<file path="src/design/hpq_pkg.sv">
// shared types and codes for the max-heap priority queue
`default_nettype none

package hpq_pkg;

    localparam int KEY_W = 32;
    localparam int TAG_W = 16;
    localparam int OCC_W = 7;
    localparam int STATUS_W = 2;

    localparam logic CMD_INSERT = 1'b0;
    localparam logic CMD_EXTRACT = 1'b1;

    localparam logic [STATUS_W-1:0] ST_OK = 2'd0;
    localparam logic [STATUS_W-1:0] ST_EMPTY = 2'd1;
    localparam logic [STATUS_W-1:0] ST_FULL = 2'd2;

    typedef struct packed {
        logic                    cmd;
        logic signed [KEY_W-1:0] in_key;
        logic [TAG_W-1:0]        in_tag;
    } t_in_item;

    typedef struct packed {
        logic [STATUS_W-1:0]     status;
        logic signed [KEY_W-1:0] out_key;
        logic [TAG_W-1:0]        out_tag;
        logic [OCC_W-1:0]        occupancy;
    } t_out_item;

    typedef struct packed {
        logic signed [KEY_W-1:0] key;
        logic [TAG_W-1:0]        tag;
    } t_entry;

    // operand pairs of the shared key comparator
    typedef enum logic [1:0] {
        CMP_UP,     // moving entry against its parent
        CMP_CHILD,  // right child against left child
        CMP_DOWN    // larger child against moving entry
    } t_cmp_sel;

endpackage

`default_nettype wire

</file>
<file path="src/design/hpq_cmp.sv">
// shared signed key comparator with operand selection
`default_nettype none

module hpq_cmp (
    input  wire hpq_pkg::t_cmp_sel       i_sel,
    input  wire logic [hpq_pkg::KEY_W-1:0] i_ent_key,
    input  wire logic [hpq_pkg::KEY_W-1:0] i_child_key,
    input  wire logic [hpq_pkg::KEY_W-1:0] i_rd_a_key,
    input  wire logic [hpq_pkg::KEY_W-1:0] i_rd_b_key,
    output logic                           o_gt
);

    logic [hpq_pkg::KEY_W-1:0] op_a;
    logic [hpq_pkg::KEY_W-1:0] op_b;

    always_comb begin
        unique case (i_sel)
            hpq_pkg::CMP_UP: begin
                op_a = i_ent_key;
                op_b = i_rd_a_key;
            end
            hpq_pkg::CMP_CHILD: begin
                op_a = i_rd_b_key;
                op_b = i_rd_a_key;
            end
            hpq_pkg::CMP_DOWN: begin
                op_a = i_child_key;
                op_b = i_ent_key;
            end
            default: begin
                op_a = i_ent_key;
                op_b = i_rd_a_key;
            end
        endcase
    end

    assign o_gt = $signed(op_a) > $signed(op_b);

endmodule

`default_nettype wire

</file>
<file path="config.mk">
export PLATFORM = sky130hd
export DESIGN_NAME = hpq_cmp
export DESIGN_NICKNAME = d
export VERILOG_FILES = /design/src/design/hpq_pkg.sv /design/src/design/hpq_cmp.sv
export SDC_FILE = /design/constraint.sdc
export NUM_CORES = 1
export LEC_CHECK = 0
export BUFFER_PORTS_ARGS = -buffer_cell sky130_fd_sc_hd__buf_2
export CAP_MARGIN = 10
export CORE_UTILIZATION = 42
export DETAILED_ROUTE_END_ITERATION = 12
export PLACE_DENSITY = 0.85
export SYNTH_ARGS = -nofsm -noshare
export SYNTH_HDL_FRONTEND = slang
export SYNTH_SLANG_ARGS = --single-unit
</file>
<file path="constraint.sdc">
create_clock -name vclk -period 3.84
set_clock_uncertainty 0.15 [all_clocks]
set_input_delay 0.576 -clock vclk [all_inputs]
set_output_delay 0.576 -clock vclk [all_outputs]
set_load 0.05 [all_outputs]
</file>
# After elaboration in Yosys (flattened, before gate mapping)
# Index checks and enable logic that the tools add are counted.
# W data, S select, Z words.
# word_totals
reg_bits,0
input_bits,130
output_inout_bits,1
wordCells,5
# op_classes
order_cmp,1
n_eq_ne,2
mux,2
# op_table
operator,n
$pmux W32 S2,1
$gt A32 B32 Y1,1
$mux W32,1
$eq A2 B1 Y1 const B,1
$eq A2 B2 Y1 const B,1

# Longest topological paths before layout
# depth
depth_word,3
mapped_depth,13
mapped_depth_nobuf,12

# Least setup slack after synthesis
# No wires, ideal clock.
# synth_timing
path_type,input port to output port
from,input i_sel[0]
to,output o_gt
arrival_ps,3546
path_slack_ps,-432
stages,13
path_buffers,2
cell_sequence,inv_1 ha_1 clkbuf_1 buf_1 a22oi_1 o21ai_0 ha_1 a21oi_2 nand2_1 a221o_1 o31ai_1 o2111ai_1 mux2i_1
# synth_via
elab_chain_cells,3
word_cells_on_any_way,5
classes_between,order compare: 1; eq/ne: 2; mux: 2
# synth_lines
element,line,rtl
"start, declared",hpq_cmp.sv:5,"input wire hpq_pkg::t_cmp_sel i_sel,"
$eq A2 B2 Y1 / $eq A2 B1 Y1 (equally long branches),hpq_cmp.sv:17,unique case (i_sel)
$pmux W32 S2 / $mux W32 (equally long branches),hpq_cmp.sv:17,
$gt A32 B32 Y1 *,hpq_cmp.sv:37,assign o_gt = $signed(op_a) > $signed(op_b);
"end, declared",hpq_cmp.sv:10,output logic o_gt
# Every way passes the cells marked *; elsewhere a longest branch is shown, timed or not.

# Worst setup path after layout
# Same ends and word-level chain as after synthesis.

==> flow_metrics.py <==
metrics = {
    "finish": {
        "area.sequential_um2": 0,
        "drive_gt1_share_pct": 48.5,
        "antenna-diode-count": 0,
        "final_cell_count_no_fill": 413,
        "areaGrowthSynthToFinish_pct": 61.5,
        "nets": 531,
        "postLayoutCellArea_mm2": 0.00263,
        "post-route-util_pct": 71.2,
        "clkbuf_count": 0,
        "design.seq.count": 0,
    },
    "yosys": {
        "yosys.cell_types.count": 24,
        "mappedNetlistArea_mm2": 0.00163,
        "yosysSeqAreaShare_pct": 0,
        "avgSynthCellArea_um2": 7.07,
        "syn_inst": 230,
        "ys_warn_count": 0,
        "synth.net_count": 394,
    },
    "setup_path": {
        "path_buf_inv": 4,
        "worstPathArrival_ns": 3.07,
        "cpPeakStageDelay_ns": 0.35,
        "class_of_the_most_critical_setup_path": "in2out",
        "crit_family": "compound AO/OA/AOI/OAI gates",
        "worst-endpoint-required_ns": 3.11,
        "setup.worst_path.end_class": "output pin",
        "critical-path-slowest-cell": "sky130_fd_sc_hd__a221o_1",
        "cp-start-kind": "input port",
        "crit_path_max_fanout": 12,
        "cp_cell_sequence": "buf_2 -> inv_2 -> ha_4 -> clkbuf_16 -> mux2i_2 -> ha_1 -> a21oi_2 -> nand2_1 -> a221o_1 -> o31ai_2 -> o2111ai_2 -> mux2i_4 -> buf_6",
    },
    "route": {
        "route.detailed.drc": 0,
        "post_drt_via_cell_ratio": 5.40,
        "routed_wirelength_um": 5180,
        "detail_route.wl_per_cell_um": 12.5,
        "drt_iter0_drc": 83,
        "dr.pass1.iters": 5,
        "detail-route-antenna-nets": 0,
        "vias": 2231,
    },
    "pwr": {
        "power.combinational.fraction_pct": 100.0,
        "power.clock.fraction_pct": 0,
        "p_sw_mw": 0.188,
        "power.share.switching_pct": 49.1,
        "max-vdd-ir-drop_uv": 82.1,
        "report.power.total_mw": 0.384,
        "share_seq_of_total_power_pct": 0,
        "power_leakage_nw": 1.32,
        "power_per_cell_area_mw_per_mm2": 146,
        "internal-power_mw": 0.195,
    },
    "cts": {
        "cts-hold-fix-buffers": 0,
    },
    "place": {
        "port_buffers": 131,
        "place.gp.congestion": 0.811,
        "place_area_mm2": 0.00246,
        "post-dp-hpwl_um": 4260,
        "total_instance_count_after_detailed_placement": 410,
    },
    "floorplanning": {
        "die_area_mm2": 0.00413,
        "initial_core_util_pct": 44.1,
        "fp.dieW_um": 64.2,
        "boundaryPins": 131,
        "die_h_um": 64.2,
        "floorplan.core_area_mm2": 0.00369,
        "placementRows": 22,
    },
    "job": {
        "timing.max_cap.violations": 0,
    },
    "sta": {
        "timing_worst_slew_pin_value_ns": 0.350,
        "rsz0062_at_grt": "true",
        "timing.final.crit_share_pct": 98.8,
        "setup_viol": 0,
        "max_slew_margin_pct": 76.5,
        "clock.fmax_ghz": 0.264,
        "finalMaxSlewViolations": 0,
        "min_period_ns": 3.79,
        "final-hold-violation-count": 0,
    },
    "global_routing": {
        "grt_max_degree": 35,
        "grt_first_pass_wirelength_um": 8150,
        "antenna_found_initial": 0,
        "global_route_usage_sum_pct": 23.5,
        "first_global_vias": 1993,
        "grt-ovfl-total": 0,
    },
    "min_path": {
        "hold_end": "o_gt",
        "worstHoldPathCells": 7,
        "hold_path_class": "in2out",
        "holdCritStartpoint": "i_ent_key[31]",
    },
    "run_status": {
        "status": "completed",
    },
}
[routing by layer]
metal / wire (um) / up-vias / GRT usage, %
li1: - / 1163 / -
met1: 2230 / 957 / 28.2
met2: 2520 / 105 / 45.3
met3: 390 / 6 / 2.68
met4: 37 / 0 / 2.50
met5: 0 / - / 0
[how the worst max path moves through the flow]
stage | startpoint | endpoint | slack [ns] | cells past startpoint
6_report | i_sel[0] | o_gt | 0.05 | 13
5_1_grt | i_sel[1] | o_gt | -0.11 | 14
4_1_cts | i_sel[0] | o_gt | 0.003 | 14
3_5_place_dp | i_sel[0] | o_gt | -0.19 | 14
3_3_place_gp | i_sel[0] | o_gt | -0.09 | 14
2_1_floorplan | i_sel[0] | o_gt | 0.002 | 13
[cells in the mapped netlist]
| cell type | number | area, um^2 |
|---|---|---|
| sky130_fd_sc_hd__buf_2 | 3 | 15.0 |
| sky130_fd_sc_hd__nand2_1 | 37 | 139 |
| sky130_fd_sc_hd__inv_1 | 2 | 7.51 |
| sky130_fd_sc_hd__a21o_1 | 4 | 30.0 |
| sky130_fd_sc_hd__a221o_1 | 1 | 10.0 |
| sky130_fd_sc_hd__nand4_1 | 7 | 43.8 |
| sky130_fd_sc_hd__buf_1 | 3 | 11.3 |
| sky130_fd_sc_hd__a211oi_1 | 1 | 7.51 |
| sky130_fd_sc_hd__nand3_1 | 3 | 15.0 |
| sky130_fd_sc_hd__nor2_1 | 4 | 15.0 |
| sky130_fd_sc_hd__ha_1 | 34 | 425 |
| sky130_fd_sc_hd__clkbuf_1 | 11 | 41.3 |
| sky130_fd_sc_hd__nor4_1 | 2 | 12.5 |
| sky130_fd_sc_hd__a21oi_1 | 12 | 60.1 |
| sky130_fd_sc_hd__mux2i_1 | 32 | 320 |
| sky130_fd_sc_hd__o211ai_1 | 1 | 7.51 |
| sky130_fd_sc_hd__a22oi_1 | 32 | 240 |
| sky130_fd_sc_hd__o2111ai_1 | 1 | 8.76 |
| sky130_fd_sc_hd__o21ai_0 | 35 | 175 |
| sky130_fd_sc_hd__a21oi_2 | 1 | 8.76 |
| sky130_fd_sc_hd__a21boi_1 | 1 | 7.51 |
| sky130_fd_sc_hd__mux2_2 | 1 | 11.3 |
| sky130_fd_sc_hd__nor2b_1 | 1 | 6.26 |
| sky130_fd_sc_hd__o31ai_1 | 1 | 7.51 |
[cells in the final DEF (no fill, tap or decap), types with 7 or more instances in the layout]
master	netlist	final
sky130_fd_sc_hd__a22oi_2	0	9
sky130_fd_sc_hd__nand2_1	37	36
sky130_fd_sc_hd__o21ai_1	0	12
sky130_fd_sc_hd__ha_1	34	32
sky130_fd_sc_hd__nand4_1	7	7
sky130_fd_sc_hd__a22oi_1	32	23
sky130_fd_sc_hd__o21ai_0	35	23
sky130_fd_sc_hd__mux2i_1	32	29
sky130_fd_sc_hd__buf_4	0	15
sky130_fd_sc_hd__a21oi_1	12	10
sky130_fd_sc_hd__buf_2	3	130
[metrics by stage]
stage	setup slack, ns	setup TNS (ns)	hold WS (ns)
detailed placement	-0.190	-0.190	1.76
global placement	-0.0896	-0.0896	1.74
floorplan	0.00163	0	1.45
CTS	0.00329	0	1.71
global route	-0.114	-0.114	1.75
finish	0.0453	0	1.71
[area by class of cell]
type,count,area (um^2)
multi-input cells,211,1670
well taps,48,60.1
fillers,306,1060
inverters,2,7.51
repair buffers,152,891
[power by group through the flow]
stage                     clock [mW]  sequential, mW  combinational, mW
after floorplan                    0               0              0.205
after CTS                          0               0              0.357
after detailed placement           0               0              0.345
after global placement             0               0              0.336
after global routing               0               0              0.429
final                              0               0              0.384
[kinds of logic (layout without fill, tap and decap cells)]
group	Yosys count	after routing	synth area share, %
AO/OA/AOI/OAI	90	90	34.6
adder cells (fa/ha/maj)	34	34	26.2
buffers and inverters	19	154	4.62
multiplexers	33	33	20.4
AND/OR/NAND/NOR	54	54	14.2
[timing repair]
action / 4_1_cts / 5_1_grt
gates cloned: 0 / 1
pin swaps: 3 / 13
endpoints found under the setup margin: 1 / 1
resized for setup: 8 / 32
buffers inserted: 0 / 2
Note: power is estimated with default switching activity, not from simulation.
